===== config.mk =====
export PLATFORM = sky130hd
export DESIGN_NAME = iso8601_time_parser
export DESIGN_NICKNAME = d
export VERILOG_FILES = /design/src/sv/itp_pkg.sv /design/src/sv/itp_parser.sv /design/src/sv/itp_convert.sv /design/src/sv/iso8601_time_parser.sv
export SDC_FILE = /design/constraint.sdc
export NUM_CORES = 2
export LEC_CHECK = 0
export ABC_AREA = 1
export BUFFER_PORTS_ARGS = -buffer_cell sky130_fd_sc_hd__buf_2
export CAP_MARGIN = 20
export CORE_AREA = 2 2 433 435
export DETAILED_ROUTE_END_ITERATION = 10
export DIE_AREA = 0 0 435 437
export GPL_TIMING_DRIVEN = 0
export PLACE_DENSITY = 0.63
export REMOVE_ABC_BUFFERS = 1
export SYNTH_ARGS = -nofsm -noshare
export SYNTH_HDL_FRONTEND = slang
export SYNTH_HIERARCHICAL = 1
export SYNTH_SLANG_ARGS = --single-unit

===== constraint.sdc =====
create_clock -name clk -period 41.5 [get_ports clk]
set_clock_uncertainty 0.2 [all_clocks]
set_input_delay 0 -clock clk [delete_from_list [all_inputs] [get_ports clk]]
set_output_delay 0 -clock clk [all_outputs]
set_load 0.02 [all_outputs]

===== src/sv/itp_pkg.sv =====
// ----------------------------------------------------------------------------
// itp_pkg: shared types and constants for the ISO 8601 time parser
// Character codes, parse phases, field widths and calendar constants.
// ----------------------------------------------------------------------------
package itp_pkg;

    localparam int NUM_BITS      = 32;
    localparam int IN_TDATA_W    = 8;
    localparam int TIME_W        = 49;
    localparam int LIMIT_W       = 48;
    localparam int OUT_TDATA_W   = ((TIME_W + 7) / 8) * 8;
    localparam int OUT_TUSER_W   = 2;
    localparam int YEAR_W        = 14;
    localparam int MONTH_W       = 7;
    localparam int POS_W         = 4;
    localparam int UNITS_W       = 4;
    localparam int DATE_FIELD_W  = 7;

    localparam int YADJ_W        = 15;
    localparam int RECIP_W       = 16;
    localparam int ERA_PROD_W    = YADJ_W + RECIP_W;
    localparam int ERA_SHIFT     = 24;
    localparam int ERA_W         = ERA_PROD_W - ERA_SHIFT;
    localparam int MI_W          = 4;
    localparam int YOE_W         = 9;
    localparam int MOFF_W        = 9;
    localparam int DOE_W         = 18;
    localparam int ERA_DAYS_W    = 24;
    localparam int DAYS_W        = 25;
    localparam int DMUL_W        = (NUM_BITS + 1 > DAYS_W) ? NUM_BITS + 1 : DAYS_W;
    localparam int SUM_W         = (NUM_BITS + 19 > 50) ? NUM_BITS + 19 : 50;

    localparam int ERA_RECIP         = 41944;
    localparam int YEARS_PER_ERA     = 400;
    localparam int DAYS_PER_ERA      = 146097;
    localparam int DAYS_PER_YEAR     = 365;
    localparam int MONTHS_PER_YEAR   = 12;
    localparam int EPOCH_DAY_OFFSET  = 865566;
    localparam int SEC_PER_DAY       = 86400;
    localparam int SEC_PER_HOUR      = 3600;
    localparam int SEC_PER_MIN       = 60;

    localparam logic [7:0] CH_NUL   = 8'h00;
    localparam logic [7:0] CH_0     = 8'h30;
    localparam logic [7:0] CH_9     = 8'h39;
    localparam logic [7:0] CH_DASH  = 8'h2D;
    localparam logic [7:0] CH_COLON = 8'h3A;
    localparam logic [7:0] CH_D     = 8'h44;
    localparam logic [7:0] CH_H     = 8'h48;
    localparam logic [7:0] CH_M     = 8'h4D;
    localparam logic [7:0] CH_P     = 8'h50;
    localparam logic [7:0] CH_S     = 8'h53;
    localparam logic [7:0] CH_T     = 8'h54;
    localparam logic [7:0] CH_Z     = 8'h5A;

    localparam logic [UNITS_W-1:0] UNIT_D = 4'b1000;
    localparam logic [UNITS_W-1:0] UNIT_H = 4'b0100;
    localparam logic [UNITS_W-1:0] UNIT_M = 4'b0010;
    localparam logic [UNITS_W-1:0] UNIT_S = 4'b0001;
    localparam logic [UNITS_W-1:0] MASK_D = 4'b1111;
    localparam logic [UNITS_W-1:0] MASK_H = 4'b0111;
    localparam logic [UNITS_W-1:0] MASK_M = 4'b0011;
    localparam logic [UNITS_W-1:0] MASK_S = 4'b0001;

    typedef enum logic [4:0] {
        PH_START,
        PH_DUR,
        PH_YEAR,
        PH_AFTER_YEAR,
        PH_MONTH,
        PH_MONTH_X,
        PH_AFTER_MONTH,
        PH_AFTER_MONTH_X,
        PH_DAY,
        PH_AFTER_DATE,
        PH_HOUR,
        PH_AFTER_HOUR,
        PH_MIN,
        PH_AFTER_MIN,
        PH_AFTER_COLON,
        PH_SEC,
        PH_AFTER_SEC,
        PH_ZONE,
        PH_DONE_DUR,
        PH_DONE_DATE
    } phase_t;

    // kind: 0 duration, 1 point in time
    typedef struct packed {
        logic                kind;
        logic                failed;
        logic [YEAR_W-1:0]   year;
        logic [MONTH_W-1:0]  month;
        logic [NUM_BITS-1:0] day;
        logic [NUM_BITS-1:0] hour;
        logic [NUM_BITS-1:0] minute;
        logic [NUM_BITS-1:0] second;
    } fields_t;

    // days from March 1 to the start of month index mp (March = 0)
    function automatic logic [MOFF_W-1:0] month_offset(input logic [MI_W-1:0] mp);
        logic [MOFF_W-1:0] r;
        case (mp)
            4'd0:    r = 9'd0;
            4'd1:    r = 9'd31;
            4'd2:    r = 9'd61;
            4'd3:    r = 9'd92;
            4'd4:    r = 9'd122;
            4'd5:    r = 9'd153;
            4'd6:    r = 9'd184;
            4'd7:    r = 9'd214;
            4'd8:    r = 9'd245;
            4'd9:    r = 9'd275;
            4'd10:   r = 9'd306;
            4'd11:   r = 9'd337;
            default: r = 9'd0;
        endcase
        return r;
    endfunction

endpackage


===== src/sv/itp_parser.sv =====
// ----------------------------------------------------------------------------
// itp_parser: character parser
// Per-character phase machine, digit accumulator and field capture.
// Hands the captured fields over on the final character and restarts.
// ----------------------------------------------------------------------------
module itp_parser (
    input  logic                   clk,
    input  logic                   rst_n,
    input  logic                   step,
    input  logic [7:0]             text_char,
    input  logic                   is_final,
    output itp_pkg::fields_t       snap
);
    import itp_pkg::*;

    localparam logic [NUM_BITS-1:0] ACC_LIM = {NUM_BITS{1'b1}};
    localparam logic [POS_W-1:0]    POS_MAX = {POS_W{1'b1}};

    phase_t                phase_reg, phase_next, f_phase, e_phase;
    logic [NUM_BITS-1:0]   acc_reg, acc_next, f_acc;
    logic [POS_W-1:0]      pos_reg, pos_next, f_pos;
    logic [UNITS_W-1:0]    units_reg, units_next, f_units;
    logic [NUM_BITS-1:0]   day_reg, day_next, f_day;
    logic [NUM_BITS-1:0]   hour_reg, hour_next, f_hour;
    logic [NUM_BITS-1:0]   min_reg, min_next, f_min;
    logic [NUM_BITS-1:0]   sec_reg, sec_next, f_sec;
    logic [YEAR_W-1:0]     year_reg, year_next, f_year;
    logic [MONTH_W-1:0]    month_reg, month_next, f_month;
    logic                  fail_reg, fail_next, f_fail, e_fail;

    logic                  is_dig;
    logic [3:0]            dval;
    logic [NUM_BITS+3:0]   push_wide;
    logic                  push_sat;
    logic [NUM_BITS-1:0]   acc_push;
    logic [POS_W-1:0]      pos_push;
    logic                  fld_done;
    logic                  do_field;

    function automatic phase_t end_phase(input phase_t ph);
        phase_t r;
        case (ph)
            PH_DONE_DUR:  r = PH_DONE_DUR;
            PH_DONE_DATE: r = PH_DONE_DATE;
            PH_DUR:       r = PH_DONE_DUR;
            default:      r = PH_DONE_DATE;
        endcase
        return r;
    endfunction

    function automatic logic end_fail(input phase_t ph, input logic [POS_W-1:0] pos,
                                      input logic fl);
        logic r;
        case (ph)
            PH_DONE_DUR, PH_DONE_DATE:                  r = fl;
            PH_DUR:                                     r = fl | (pos != '0);
            PH_AFTER_DATE, PH_AFTER_MIN, PH_AFTER_COLON,
            PH_AFTER_SEC, PH_ZONE:                      r = fl;
            default:                                    r = 1'b1;
        endcase
        return r;
    endfunction

    assign is_dig    = text_char inside {[CH_0:CH_9]};
    assign dval      = 4'(text_char - CH_0);
    assign push_wide = (NUM_BITS + 4)'(acc_reg) * (NUM_BITS + 4)'(10) + (NUM_BITS + 4)'(dval);
    assign push_sat  = push_wide > (NUM_BITS + 4)'(ACC_LIM);
    assign acc_push  = push_sat ? ACC_LIM : push_wide[NUM_BITS-1:0];
    assign pos_push  = (pos_reg == POS_MAX) ? POS_MAX : pos_reg + POS_W'(1);
    assign fld_done  = (phase_reg == PH_YEAR) ? (pos_push >= POS_W'(4))
                                              : (pos_push >= POS_W'(2));

    always_comb
    begin
        f_phase  = phase_reg;
        f_acc    = acc_reg;
        f_pos    = pos_reg;
        f_units  = units_reg;
        f_day    = day_reg;
        f_hour   = hour_reg;
        f_min    = min_reg;
        f_sec    = sec_reg;
        f_year   = year_reg;
        f_month  = month_reg;
        f_fail   = fail_reg;
        do_field = 1'b0;
        if (!(phase_reg == PH_DONE_DUR || phase_reg == PH_DONE_DATE))
        begin
            if (text_char == CH_NUL)
            begin
                f_phase = end_phase(phase_reg);
                f_fail  = end_fail(phase_reg, pos_reg, fail_reg);
            end
            else if (!fail_reg)
            begin
                case (phase_reg)
                    PH_START:
                    begin
                        if (text_char == CH_P)
                            f_phase = PH_DUR;
                        else
                        begin
                            f_phase = PH_YEAR;
                            if (is_dig)
                            begin
                                f_acc  = acc_push;
                                f_pos  = pos_push;
                                f_fail = push_sat;
                            end
                            else
                                f_fail = 1'b1;
                        end
                    end
                    PH_DUR:
                    begin
                        if (is_dig)
                        begin
                            f_acc  = acc_push;
                            f_pos  = pos_push;
                            f_fail = push_sat;
                        end
                        else
                        begin
                            case (text_char)
                                CH_D:
                                begin
                                    if ((units_reg & MASK_D) != '0)
                                        f_fail = 1'b1;
                                    else
                                    begin
                                        f_units = units_reg | UNIT_D;
                                        f_day   = acc_reg;
                                        f_acc   = '0;
                                        f_pos   = '0;
                                    end
                                end
                                CH_H:
                                begin
                                    if ((units_reg & MASK_H) != '0)
                                        f_fail = 1'b1;
                                    else
                                    begin
                                        f_units = units_reg | UNIT_H;
                                        f_hour  = acc_reg;
                                        f_acc   = '0;
                                        f_pos   = '0;
                                    end
                                end
                                CH_M:
                                begin
                                    if ((units_reg & MASK_M) != '0)
                                        f_fail = 1'b1;
                                    else
                                    begin
                                        f_units = units_reg | UNIT_M;
                                        f_min   = acc_reg;
                                        f_acc   = '0;
                                        f_pos   = '0;
                                    end
                                end
                                CH_S:
                                begin
                                    if ((units_reg & MASK_S) != '0)
                                        f_fail = 1'b1;
                                    else
                                    begin
                                        f_units = units_reg | UNIT_S;
                                        f_sec   = acc_reg;
                                        f_acc   = '0;
                                        f_pos   = '0;
                                    end
                                end
                                default: f_fail = 1'b1;
                            endcase
                        end
                    end
                    PH_YEAR, PH_MONTH, PH_MONTH_X, PH_DAY, PH_HOUR, PH_MIN, PH_SEC:
                        do_field = 1'b1;
                    PH_AFTER_YEAR:
                    begin
                        if (text_char == CH_DASH)
                            f_phase = PH_MONTH_X;
                        else
                        begin
                            f_phase  = PH_MONTH;
                            do_field = 1'b1;
                        end
                    end
                    PH_AFTER_MONTH:
                    begin
                        f_phase  = PH_DAY;
                        do_field = 1'b1;
                    end
                    PH_AFTER_MONTH_X:
                    begin
                        if (text_char == CH_DASH)
                            f_phase = PH_DAY;
                        else
                            f_fail = 1'b1;
                    end
                    PH_AFTER_DATE:
                    begin
                        if (text_char == CH_T)
                            f_phase = PH_HOUR;
                        else
                            f_fail = 1'b1;
                    end
                    PH_AFTER_HOUR:
                    begin
                        f_phase  = PH_MIN;
                        do_field = (text_char != CH_COLON);
                    end
                    PH_AFTER_MIN:
                    begin
                        if (text_char == CH_COLON)
                            f_phase = PH_AFTER_COLON;
                        else if (text_char == CH_Z)
                            f_phase = PH_ZONE;
                        else
                        begin
                            f_phase  = PH_SEC;
                            do_field = 1'b1;
                        end
                    end
                    PH_AFTER_COLON:
                    begin
                        f_phase  = PH_SEC;
                        do_field = 1'b1;
                    end
                    PH_AFTER_SEC:
                    begin
                        if (text_char == CH_Z)
                            f_phase = PH_ZONE;
                        else
                            f_fail = 1'b1;
                    end
                    PH_ZONE: f_fail = 1'b1;
                    default: ;
                endcase

                if (do_field)
                begin
                    if (!is_dig)
                        f_fail = 1'b1;
                    else
                    begin
                        f_acc  = acc_push;
                        f_pos  = fld_done ? '0 : pos_push;
                        f_fail = push_sat;
                    end
                end

                // completed fixed-width field: take the accumulator
                if (do_field && is_dig && fld_done)
                begin
                    case (phase_reg)
                        PH_YEAR:
                        begin
                            f_year  = acc_push[YEAR_W-1:0];
                            f_acc   = '0;
                            f_phase = PH_AFTER_YEAR;
                        end
                        PH_MONTH:
                        begin
                            f_month = acc_push[MONTH_W-1:0];
                            f_acc   = '0;
                            f_phase = PH_AFTER_MONTH;
                        end
                        PH_MONTH_X:
                        begin
                            f_month = acc_push[MONTH_W-1:0];
                            f_acc   = '0;
                            f_phase = PH_AFTER_MONTH_X;
                        end
                        PH_DAY:
                        begin
                            f_day   = acc_push;
                            f_acc   = '0;
                            f_phase = PH_AFTER_DATE;
                        end
                        PH_HOUR:
                        begin
                            f_hour  = acc_push;
                            f_acc   = '0;
                            f_phase = PH_AFTER_HOUR;
                        end
                        PH_MIN:
                        begin
                            f_min   = acc_push;
                            f_acc   = '0;
                            f_phase = PH_AFTER_MIN;
                        end
                        PH_SEC:
                        begin
                            f_sec   = acc_push;
                            f_acc   = '0;
                            f_phase = PH_AFTER_SEC;
                        end
                        default: ;
                    endcase
                end
            end
        end
    end

    assign e_phase = end_phase(f_phase);
    assign e_fail  = end_fail(f_phase, f_pos, f_fail);

    always_comb
    begin
        snap.kind   = (e_phase != PH_DONE_DUR);
        snap.failed = e_fail;
        snap.year   = f_year;
        snap.month  = f_month;
        snap.day    = f_day;
        snap.hour   = f_hour;
        snap.minute = f_min;
        snap.second = f_sec;
    end

    always_comb
    begin
        if (is_final)
        begin
            phase_next = PH_START;
            acc_next   = '0;
            pos_next   = '0;
            units_next = '0;
            day_next   = '0;
            hour_next  = '0;
            min_next   = '0;
            sec_next   = '0;
            year_next  = '0;
            month_next = '0;
            fail_next  = 1'b0;
        end
        else
        begin
            phase_next = f_phase;
            acc_next   = f_acc;
            pos_next   = f_pos;
            units_next = f_units;
            day_next   = f_day;
            hour_next  = f_hour;
            min_next   = f_min;
            sec_next   = f_sec;
            year_next  = f_year;
            month_next = f_month;
            fail_next  = f_fail;
        end
    end

    always_ff @(posedge clk or negedge rst_n)
    begin
        if (!rst_n)
        begin
            phase_reg <= PH_START;
            acc_reg   <= '0;
            pos_reg   <= '0;
            units_reg <= '0;
            day_reg   <= '0;
            hour_reg  <= '0;
            min_reg   <= '0;
            sec_reg   <= '0;
            year_reg  <= '0;
            month_reg <= '0;
            fail_reg  <= 1'b0;
        end
        else if (step)
        begin
            phase_reg <= phase_next;
            acc_reg   <= acc_next;
            pos_reg   <= pos_next;
            units_reg <= units_next;
            day_reg   <= day_next;
            hour_reg  <= hour_next;
            min_reg   <= min_next;
            sec_reg   <= sec_next;
            year_reg  <= year_next;
            month_reg <= month_next;
            fail_reg  <= fail_next;
        end
    end

endmodule


===== src/sv/itp_convert.sv =====
// ----------------------------------------------------------------------------
// itp_convert: seconds conversion pipeline
// Civil date to day count, seconds sum with duration limit check, and the
// output register. The whole pipeline advances together.
// ----------------------------------------------------------------------------
module itp_convert (
    input  logic                        clk,
    input  logic                        rst_n,
    input  logic                        fire,
    input  itp_pkg::fields_t            snap,
    output logic                        ready,
    output logic                        out_valid,
    input  logic                        out_ready,
    output logic [itp_pkg::TIME_W-1:0]  out_time,
    output logic                        out_kind,
    output logic                        out_error
);
    import itp_pkg::*;

    localparam int STAGES = 8;
    localparam int MQ_MAX = (2 ** MONTH_W - 1) / MONTHS_PER_YEAR;
    localparam logic [SUM_W-1:0] TIME_LIMIT = SUM_W'({LIMIT_W{1'b1}});

    logic                 adv;
    logic [STAGES-1:0]    vld_reg;
    logic                 out_valid_reg;

    fields_t s1_reg, s2_reg, s3_reg, s4_reg, s5_reg, s6_reg, s7_reg;

    logic [YADJ_W-1:0]    yadj_next, yadj2_reg, yadj3_reg;
    logic [MI_W-1:0]      mp_next, mp2_reg, mp3_reg, mp4_reg;
    logic [ERA_PROD_W-1:0] era_prod;
    logic [ERA_W-1:0]     era_next, era3_reg, era4_reg;
    logic [YOE_W-1:0]     yoe_next, yoe4_reg;
    logic [DOE_W-1:0]     doe_next, doe5_reg;
    logic [ERA_DAYS_W-1:0] era_days_next, era_days5_reg;
    logic signed [DAYS_W-1:0] days_next, days6_reg;
    logic signed [DMUL_W-1:0] dmul;
    logic signed [SUM_W-1:0]  p_day_next, p_day_reg;
    logic [SUM_W-1:0]     p_hour_next, p_hour_reg;
    logic [SUM_W-1:0]     p_min_next, p_min_reg;
    logic [SUM_W-1:0]     p_sec_next, p_sec_reg;
    logic signed [SUM_W-1:0]  total_next, total_reg;
    logic                 kind8_reg, fail8_reg;

    logic [MONTH_W-1:0]   mo_m1;
    logic [3:0]           mq;
    logic [MI_W-1:0]      mi;
    logic                 ydec;
    logic [1:0]           q100;

    logic [TIME_W-1:0]    time_next, time_reg;
    logic                 kind_reg, err_next, err_reg;

    assign adv   = !out_valid_reg || out_ready;
    assign ready = adv;

    // month roll-over: year carry and March-based month index
    assign mo_m1 = s1_reg.month - MONTH_W'(1);
    always_comb
    begin
        mq = '0;
        for (int k = 1; k <= MQ_MAX; k++)
        begin
            if (mo_m1 >= MONTH_W'(MONTHS_PER_YEAR * k))
                mq = mq + 4'd1;
        end
        if (s1_reg.month == '0)
        begin
            mq = '0;
            mi = MI_W'(MONTHS_PER_YEAR - 1);
        end
        else
            mi = MI_W'(mo_m1 - MONTH_W'(MONTHS_PER_YEAR) * MONTH_W'(mq));
        ydec      = (s1_reg.month == '0) || (mi <= MI_W'(1));
        yadj_next = YADJ_W'(s1_reg.year) + YADJ_W'(mq) + YADJ_W'(YEARS_PER_ERA)
                  - YADJ_W'(ydec);
        mp_next   = (mi >= MI_W'(2)) ? mi - MI_W'(2) : mi + MI_W'(10);
    end

    assign era_prod = ERA_PROD_W'(yadj2_reg) * ERA_PROD_W'(ERA_RECIP);
    assign era_next = era_prod[ERA_SHIFT +: ERA_W];

    assign yoe_next = YOE_W'(yadj3_reg - YADJ_W'(era3_reg) * YADJ_W'(YEARS_PER_ERA));

    always_comb
    begin
        if (yoe4_reg >= YOE_W'(300))
            q100 = 2'd3;
        else if (yoe4_reg >= YOE_W'(200))
            q100 = 2'd2;
        else if (yoe4_reg >= YOE_W'(100))
            q100 = 2'd1;
        else
            q100 = 2'd0;
        doe_next = DOE_W'(yoe4_reg) * DOE_W'(DAYS_PER_YEAR) + DOE_W'(yoe4_reg >> 2)
                 - DOE_W'(q100) + DOE_W'(month_offset(mp4_reg));
        era_days_next = ERA_DAYS_W'(era4_reg) * ERA_DAYS_W'(DAYS_PER_ERA);
    end

    assign days_next = DAYS_W'(era_days5_reg) + DAYS_W'(doe5_reg)
                     + DAYS_W'(s5_reg.day[DATE_FIELD_W-1:0]) - DAYS_W'(EPOCH_DAY_OFFSET);

    always_comb
    begin
        if (s6_reg.kind)
            dmul = DMUL_W'(days6_reg);
        else
            dmul = $signed(DMUL_W'(s6_reg.day));
        p_day_next  = SUM_W'(dmul) * $signed(SUM_W'(SEC_PER_DAY));
        p_hour_next = SUM_W'(s6_reg.hour) * SUM_W'(SEC_PER_HOUR);
        p_min_next  = SUM_W'(s6_reg.minute) * SUM_W'(SEC_PER_MIN);
        p_sec_next  = SUM_W'(s6_reg.second);
    end

    assign total_next = p_day_reg + $signed(p_hour_reg) + $signed(p_min_reg)
                      + $signed(p_sec_reg);

    always_comb
    begin
        err_next  = fail8_reg;
        time_next = '0;
        if (!fail8_reg)
        begin
            if (!kind8_reg)
            begin
                if (total_reg > $signed(TIME_LIMIT))
                    err_next = 1'b1;
                else
                    time_next = total_reg[TIME_W-1:0];
            end
            else if (total_reg < 0)
                time_next = '1;
            else
                time_next = total_reg[TIME_W-1:0];
        end
    end

    always_ff @(posedge clk or negedge rst_n)
    begin
        if (!rst_n)
        begin
            vld_reg       <= '0;
            out_valid_reg <= 1'b0;
        end
        else if (adv)
        begin
            vld_reg       <= {vld_reg[STAGES-2:0], fire};
            out_valid_reg <= vld_reg[STAGES-1];
        end
    end

    always_ff @(posedge clk)
    begin
        if (adv)
        begin
            s1_reg        <= snap;
            s2_reg        <= s1_reg;
            yadj2_reg     <= yadj_next;
            mp2_reg       <= mp_next;
            s3_reg        <= s2_reg;
            yadj3_reg     <= yadj2_reg;
            mp3_reg       <= mp2_reg;
            era3_reg      <= era_next;
            s4_reg        <= s3_reg;
            mp4_reg       <= mp3_reg;
            era4_reg      <= era3_reg;
            yoe4_reg      <= yoe_next;
            s5_reg        <= s4_reg;
            doe5_reg      <= doe_next;
            era_days5_reg <= era_days_next;
            s6_reg        <= s5_reg;
            days6_reg     <= days_next;
            s7_reg        <= s6_reg;
            p_day_reg     <= p_day_next;
            p_hour_reg    <= p_hour_next;
            p_min_reg     <= p_min_next;
            p_sec_reg     <= p_sec_next;
            kind8_reg     <= s7_reg.kind;
            fail8_reg     <= s7_reg.failed;
            total_reg     <= total_next;
            time_reg      <= time_next;
            kind_reg      <= kind8_reg;
            err_reg       <= err_next;
        end
    end

    assign out_valid = out_valid_reg;
    assign out_time  = time_reg;
    assign out_kind  = kind_reg;
    assign out_error = err_reg;

endmodule


===== src/sv/iso8601_time_parser.sv =====
// ----------------------------------------------------------------------------
// iso8601_time_parser: ISO 8601 duration and date-time parser
// Streams one text character per input beat; the beat with s_tlast high
// ends the string and yields one result beat on the master side.
//
// s_tdata carries the character, s_tlast marks the end of the string (a NUL
// character on that beat is not part of the text). m_tdata carries the time
// in seconds (duration, or UTC epoch seconds; 0 on error, -1 before the
// epoch). m_tuser carries the kind and the error flag.
// Throughput: one character beat per cycle, unless a final character waits
// for a held pipeline. A result beat passes through one input register,
// then an eight-stage conversion pipeline (year/era division by reciprocal,
// day count, seconds products, sum) and the output register.
// Reset clears the parser state and empties the pipeline. While a result
// beat waits with m_tready low the conversion pipeline holds; non-final
// characters are still taken, a final character waits in the input register
// until the pipeline moves.
// ----------------------------------------------------------------------------
module iso8601_time_parser (
    input  logic                              clk,
    input  logic                              rst_n,
    input  logic                              s_tvalid,
    output logic                              s_tready,
    input  logic [itp_pkg::IN_TDATA_W-1:0]    s_tdata,   // [7:0] text_char
    input  logic                              s_tlast,
    output logic                              m_tvalid,
    input  logic                              m_tready,
    output logic [itp_pkg::OUT_TDATA_W-1:0]   m_tdata,   // [48:0] time_seconds
    output logic [itp_pkg::OUT_TUSER_W-1:0]   m_tuser    // [0] value_kind, [1] parse_error
);
    import itp_pkg::*;

    logic                   in_valid_reg;
    logic [IN_TDATA_W-1:0]  in_char_reg;
    logic                   in_last_reg;
    logic                   conv_ready;
    logic                   step;
    logic                   fire;
    fields_t                snap;
    logic [TIME_W-1:0]      res_time;
    logic                   res_kind;
    logic                   res_error;

    assign step     = in_valid_reg && (!in_last_reg || conv_ready);
    assign fire     = step && in_last_reg;
    assign s_tready = !in_valid_reg || step;

    always_ff @(posedge clk or negedge rst_n)
    begin
        if (!rst_n)
            in_valid_reg <= 1'b0;
        else if (s_tready)
            in_valid_reg <= s_tvalid;
    end

    always_ff @(posedge clk)
    begin
        if (s_tready && s_tvalid)
        begin
            in_char_reg <= s_tdata;
            in_last_reg <= s_tlast;
        end
    end

    itp_parser u_parser (
        .clk       (clk),
        .rst_n     (rst_n),
        .step      (step),
        .text_char (in_char_reg),
        .is_final  (in_last_reg),
        .snap      (snap)
    );

    itp_convert u_convert (
        .clk       (clk),
        .rst_n     (rst_n),
        .fire      (fire),
        .snap      (snap),
        .ready     (conv_ready),
        .out_valid (m_tvalid),
        .out_ready (m_tready),
        .out_time  (res_time),
        .out_kind  (res_kind),
        .out_error (res_error)
    );

    assign m_tdata = OUT_TDATA_W'(res_time);
    assign m_tuser = {res_error, res_kind};

endmodule


# ---- Yosys cells after proc, flatten, opt, wreduce, memory -nomap -nowiden
# Memory sizes are Yosys's and may differ from the RTL's. A register that Yosys moved wholly into a read port is not among the register bits.
# Cells that the tools add are included.
dict set report totals {
  reg_bits 1399
  mem_bits_ro 144
  mem_count 1
}
# name words width read_ports rd_ports_with_merged_regs write_ports line_no
set mem_list {}
lappend mem_list {{(no name shown)} 16 9 1 1 0 itp_pkg.sv:103} ;# case (mp)
dict set report op_classes {
  add_sub_neg 29
  n_mul 9
  n_lt_le_gt_ge 22
  eq_ne 50
  mux 161
  bitwise 2
  n_reduce_logical 39
}
# op count
set ops {}
lappend ops {{32-bit 2-to-1 mux} 56}
lappend ops {{49-bit 2-to-1 mux} 3}
lappend ops {{4-bit 2-to-1 mux} 35}
lappend ops {{32-bit case mux with 4 select lines} 1}
lappend ops {{14-bit 2-to-1 mux} 6}
lappend ops {{32-bit case mux with 2 select lines} 1}
lappend ops {{8-bit by 7-bit equality test with 1-bit output (second input constant)} 7}
lappend ops {{5-bit by 4-bit equality test with 1-bit output (second input constant)} 11}
lappend ops {{51-bit by 33-bit adder with 51-bit output} 1}
lappend ops {{51-bit by 39-bit adder with 51-bit output} 1}
lappend ops {{51-bit by 45-bit adder with 51-bit output} 1}
lappend ops {{51-bit by 49-bit > comparator with 1-bit output (second input constant)} 1}
lappend ops {{51-bit by 1-bit less-than comparator with 1-bit output (second input constant)} 1}
lappend ops {{5-bit 2-to-1 mux} 10}
lappend ops {{5-bit case mux with 9 select lines} 1}
lappend ops {{33-bit by 11-bit multiplier with 44-bit output (second input constant)} 1}
lappend ops {{7-bit 2-to-1 mux} 6}
lappend ops {{5-bit equality test (second input constant)} 8}
lappend ops {{32-bit by 8-bit multiplier with 40-bit output (second input constant)} 1}
lappend ops {{36-bit by 4-bit adder with 36-bit output} 1}
lappend ops {{4-bit by 1-bit adder with 4-bit output (second input constant)} 9}
lappend ops {{36-bit by 32-bit > comparator with 1-bit output (second input constant)} 1}
lappend ops {{32-bit by 4-bit multiplier with 36-bit output (second input constant)} 1}
lappend ops {{7-bit >= comparator (second input constant)} 5}
lappend ops {{other kinds (66)} 143}

# ---- Depth between registers and ports, before layout
dict set report logic_depth {
  depth_word 27
  ltp_mapped 61
  depth_no_buf 61
}

# ---- Hierarchy
# Netlist, hierarchy kept.
# module instances cells_each area_each_um2 seq_area_each_um2
set modules_own_cells {}
lappend modules_own_cells {itp_convert 1 4738 64792.1 35989.5}
lappend modules_own_cells {itp_parser 1 2968 17646.9 4879.7}
lappend modules_own_cells {iso8601_time_parser 1 29 411.6 295.3}

# ---- Worst setup path after synthesis
# No wires, ideal clock.
dict set report synth_timing {
  kind {register to register}
  from {register u_convert.out_valid_reg, in the netlist u_convert/out_valid}
  to {register u_parser.sec_reg[24]}
  setup_ns 0.077
  t_arrival_ns 37.680
  required_ns 41.223
  path_slack_ns 3.544
  stages_incl_launch_ff 12
  n_path_buf 4
  synth_period_minus_slack_ns 37.956
  cell_sequence {dfrtp_1 -> nand2_1 -> clkbuf_1 -> buf_1 -> inv_1 -> a21boi_0 -> inv_2 -> nor2_1 -> clkbuf_1 -> buf_1 -> nand2_1 -> o21ai_1}
}
dict set report synth_via {
  elab_chain_len 4
}
# item line_no
set synth_rtl {}
lappend synth_rtl {{start, declared} itp_convert.sv:26} ;# logic out_valid_reg;
lappend synth_rtl {{start signal, assigned} itp_convert.sv:149} ;# out_valid_reg <= vld_reg[STAGES-1];
lappend synth_rtl {{1-bit zero test} itp_convert.sv:55} ;# assign adv = !out_valid_reg || out_ready;
lappend synth_rtl {{1-bit logical OR} itp_convert.sv:55}
lappend synth_rtl {{via conv_ready} iso8601_time_parser.sv:36} ;# logic conv_ready;
lappend synth_rtl {{1-bit logical OR} iso8601_time_parser.sv:44} ;# assign step = in_valid_reg && (!in_last_reg || conv_ready);
lappend synth_rtl {{1-bit logical AND} iso8601_time_parser.sv:44}
lappend synth_rtl {{via step} iso8601_time_parser.sv:37} ;# logic step;
lappend synth_rtl {{end signal, assigned} itp_parser.sv:378} ;# sec_reg <= sec_next;
lappend synth_rtl {{end, declared} itp_parser.sv:26} ;# logic [NUM_BITS-1:0] sec_reg, sec_next, f_sec;
# The timed path passes the listed nets, and every way through them passes these cells.
# A chain may end at the register's enable or synchronous reset.

# ---- Worst setup path in the final report
dict set report layout_timing {
  from {register u_convert/s1_reg[128] (netlist bit)}
  to {register u_convert.yadj2_reg[14] (data pin)}
}
dict set report layout_via {
  elab_chain_len 27
  elab_cells_between_ends 40
  classes_between {14 x add/sub; 1 x mul; 11 x order compare; 12 x mux; 2 x reduce/logical}
}
# item line_no
set layout_rtl {}
lappend layout_rtl {{start, declared} itp_convert.sv:28} ;# fields_t s1_reg, s2_reg, s3_reg, s4_reg, s5_reg, s6_reg, s7_reg;
lappend layout_rtl {{start signal, assigned} itp_convert.sv:157} ;# s1_reg <= snap;
lappend layout_rtl {{7-bit by 1-bit subtractor with 7-bit output} itp_convert.sv:59} ;# assign mo_m1 = s1_reg.month - MONTH_W'(1);
lappend layout_rtl {{7-bit by 4-bit >= comparator with 1-bit output} itp_convert.sv:65} ;# if (mo_m1 >= MONTH_W'(MONTHS_PER_YEAR * k))
lappend layout_rtl {{1-bit 2-to-1 mux} itp_convert.sv:65}
lappend layout_rtl {{1-bit by 1-bit adder with 2-bit output} itp_convert.sv:66} ;# mq = mq + 4'd1;
lappend layout_rtl {{4-bit 2-to-1 mux} itp_convert.sv:65}
lappend layout_rtl {{4-bit by 1-bit adder with 4-bit output} itp_convert.sv:66}
lappend layout_rtl {{4-bit 2-to-1 mux} itp_convert.sv:65}
lappend layout_rtl {{4-bit by 1-bit adder with 4-bit output} itp_convert.sv:66}
lappend layout_rtl {{[12 not listed]} --}
lappend layout_rtl {{4-bit 2-to-1 mux} itp_convert.sv:65}
lappend layout_rtl {{2-bit by 4-bit multiplier with 2-bit output} itp_convert.sv:74} ;# mi = MI_W'(mo_m1 - MONTH_W'(MONTHS_PER_YEAR) * MONTH_W'(mq));
lappend layout_rtl {{4-bit subtractor} itp_convert.sv:74}
lappend layout_rtl {{4-bit 2-to-1 mux} itp_convert.sv:68} ;# if (s1_reg.month == '0)
lappend layout_rtl {{4-bit by 1-bit less-or-equal comparator with 1-bit output} itp_convert.sv:75} ;# ydec = (s1_reg.month == '0) || (mi <= MI_W'(1));
lappend layout_rtl {{1-bit logical OR} itp_convert.sv:75}
lappend layout_rtl {{15-bit by 1-bit subtractor with 15-bit output (*)} itp_convert.sv:77} ;# - YADJ_W'(ydec);
lappend layout_rtl {{via u_convert.yadj_next[14]} itp_convert.sv:30} ;# logic [YADJ_W-1:0] yadj_next, yadj2_reg, yadj3_reg;
lappend layout_rtl {{end signal, assigned} itp_convert.sv:159} ;# yadj2_reg <= yadj_next;
lappend layout_rtl {{end, declared} itp_convert.sv:30}
# Mark *: on every way through the listed nets, which the timed path passes. The rest lies on a longest branch.

==> results.toml <==
[clock_tree]
cts_setup_buffers = 0
clockBufferDepth = 3
cts_num_sinks = 1408
clkLatencyLatePin_ns = 0.79
clkTransAtPathRegs_ns = 0.06
cts_tree = "done"
cts-root-buf = "clkbuf_16"
cts.htree.levels = 4
cts_made_buffers = 150

[floorplan]
core_mm2 = 0.185
die_y_um = 437
rows = 158
die_w_um = 435
die_area_mm2 = 0.190
io_pins = 73
start_util_pct = 44.8

[placed_design]
dpl.cell_count = 10200
port_buffers = 65
post-dp-hpwl_um = 142000
gp_congestion = 0.902

[drt]
route.detailed.drc = 0
wl_per_cell_um = 17.9
routed_wl_um = 187000
firstDrtPassIters = 5
vias = 53500
drt_iter0_markers = 3885
antenna_left = 0
vias_per_cell = 5.12

[timing]
relSlewSlack_pct = 24.8
hold_violations = 0
rsz0062_at_grt = "no"
period_needed_ns = 9.44
drv_slew = 0
finalSetupViolCount = 0
worst_slew_pin_slew_ns = 1.12
fin_crit_sh_pct = 22.8
fmax_mhz = 106

[grt]
grt_max_degree = 111
antenna_found_initial = 7
grt_overflow = 0
grt.total_usage_pct = 19.9
grt_pass1_wl_um = 298000
grt_pass1_vias = 53500

[final_layout]
drive_gt1_share_pct = 5.88
syn_to_final_growth_pct = 11.0
final_cell_mix = "nand2_1 (1308), inv_1 (1259), edfxtp_1 (1194), ha_1 (753), o21ai_0 (519)"
layout.nets = 9039
final_cells = 10500
largest_register_ffs = 151
final_common_cell = "nand2_1"

[synth]
synth_edf_count = 1194
synth_top_family_by_area = "adder cells"
synth-seq-cells = 1408
seq_area_frac_synth_pct = 49.7
syn_inst = 7735
yosys.area_share.xor_xnor_pct = 2.79
yosys_warnings = 6
synth_cell_types = 63
syn_area_per_cell_um2 = 10.7
muxShareOfSynthArea_pct = 0.376
synth_area_mm2 = 0.0829
synth_compound_area_share_pct = 8.74
synthSimpleGateAreaFrac_pct = 10.2
synthAdderAreaFrac_pct = 21.5
ys_async_sr_fraction_pct = 14.6
yosys_most_used_dff = "edfxtp_1"

[worst_setup_path]
path_class = "reg -> reg"
required_ns = 41.83
startpoint_type = "flop"
crit_top_cell = "nand2_1"
r2r_cells = 59
slowest_delay_ns = 0.42
reg2reg_setup_slack_ns = 32.06
cp-end-kind = "flop"
rr_endpoint = "u_convert/yadj2_reg[14]"
cp_max_fo = 8
rr_startpoint = "u_convert/s1_reg[128]"
cp.arrival_ns = 9.78
cp_slowest_cell = "edfxtp_1"

[run]
drv_cap = 0

[worst_hold_path]
hold_class = "in -> reg"
hold_start = "s_tvalid"
hold_depth = 4
min_to = "in_last_reg"

[status]
status = "completed"
==> layer usage <==
layer / up-vias / part of all wire [%] / track usage (%)
met5: - / 0.013 / 0
met4: 4 / 3.7 / 7.52
met3: 300 / 4.5 / 2.40
met2: 1281 / 47 / 32.7
met1: 25800 / 45 / 27.0
li1: 26100 / - / -
==> cells in the mapped netlist (10+ instances only) <==
master | instances | area, um2
a21o_1 | 14 | 105
dfrtp_1 | 205 | 5130
clkbuf_1 | 139 | 522
o221ai_1 | 11 | 96.3
ha_1 | 753 | 9420
o211ai_1 | 13 | 97.6
nor2_1 | 365 | 1370
o21ai_1 | 99 | 495
o21bai_1 | 20 | 150
a31oi_1 | 56 | 350
a21oi_1 | 493 | 2470
o21a_1 | 31 | 233
nand4_1 | 38 | 238
nor3_1 | 34 | 170
nor2_2 | 10 | 62.6
edfxtp_1 | 1194 | 35900
buf_1 | 22 | 82.6
fa_1 | 418 | 8370
inv_2 | 17 | 63.8
xnor2_1 | 80 | 701
inv_1 | 1262 | 4740
mux2_2 | 25 | 282
nand3_1 | 216 | 1080
o21ai_0 | 519 | 2600
o22ai_1 | 38 | 238
nand3_2 | 11 | 110
buf_4 | 14 | 105
nand2_1 | 1313 | 4930
nand2_2 | 31 | 194
xor2_1 | 184 | 1610
==> worst max path at each step <==
stage                     slack (ns)                   from  depth (start not counted)                      end
after floorplan                -1.06    u_convert/out_valid                          7     u_parser/year_reg[0]
after global placement        -27.24               m_tready                          9      u_parser/pos_reg[2]
after detailed placement       32.02  u_convert/s1_reg[128]                         59  u_convert/yadj2_reg[14]
after CTS                      31.98  u_convert/s1_reg[128]                         59  u_convert/yadj2_reg[14]
after global routing           31.21  u_convert/s1_reg[128]                         59  u_convert/yadj2_reg[14]
final                          32.06  u_convert/s1_reg[128]                         59  u_convert/yadj2_reg[14]
==> kinds of logic (layout without fill, tap and decap cells) <==
logic type | Yosys count | after routing
simple gates | 2053 | 2053
buf+inv | 1467 | 1706
flops | 1408 | 1408
compound gates | 1343 | 1343
fa+ha+maj | 1171 | 1171
xor+xnor | 264 | 264
mux | 28 | 28
other cells | 1 | 8
==> worst max-delay path, delay by kind of cell (launching register included) <==
kind	cells	cell delay, ns
buf+inv	8	0.65
fa+ha+maj	9	2.62
simple gates	36	4.15
compound gates	4	0.59
flops	1	0.42
xor+xnor	2	0.53
==> stage by stage <==
stage	utilization (%)	cell area [um2]	worst slack, ns	hold WS, ns	TNS, ns
3_3_place_gp	46.2	85500	-27.24	-0.0223	-4649.51
4_1_cts	49.7	91900	31.98	0.0313	0
2_1_floorplan	-	82100	-1.06	-0.496	-31.01
5_1_grt	49.7	92000	31.21	0.182	0
3_5_place_dp	46.9	86900	32.02	-0.367	0
6_report	49.7	92000	32.06	0.141	0
==> final cells by class <==
class | instances | area, um2
diodes | 1 | 2.50
clock buffers | 194 | 4010
clock inverters | 83 | 836
fillers | 16400 | 93000
inverters | 1284 | 4830
multi-input cells | 4866 | 36200
flip-flops and latches | 1408 | 41200
well taps | 2480 | 3100
repair buffers | 145 | 1870
==> timing repair <==
action	4_1_cts	5_1_grt
resized for setup	0	0
hold buffers	25	0
setup endpoints to repair	0	0
hold endpoints to repair	365	0
Power is left out: the tool's default activity adds up to more than one toggle a clock period on the data nets, which glitch-free logic cannot reach.
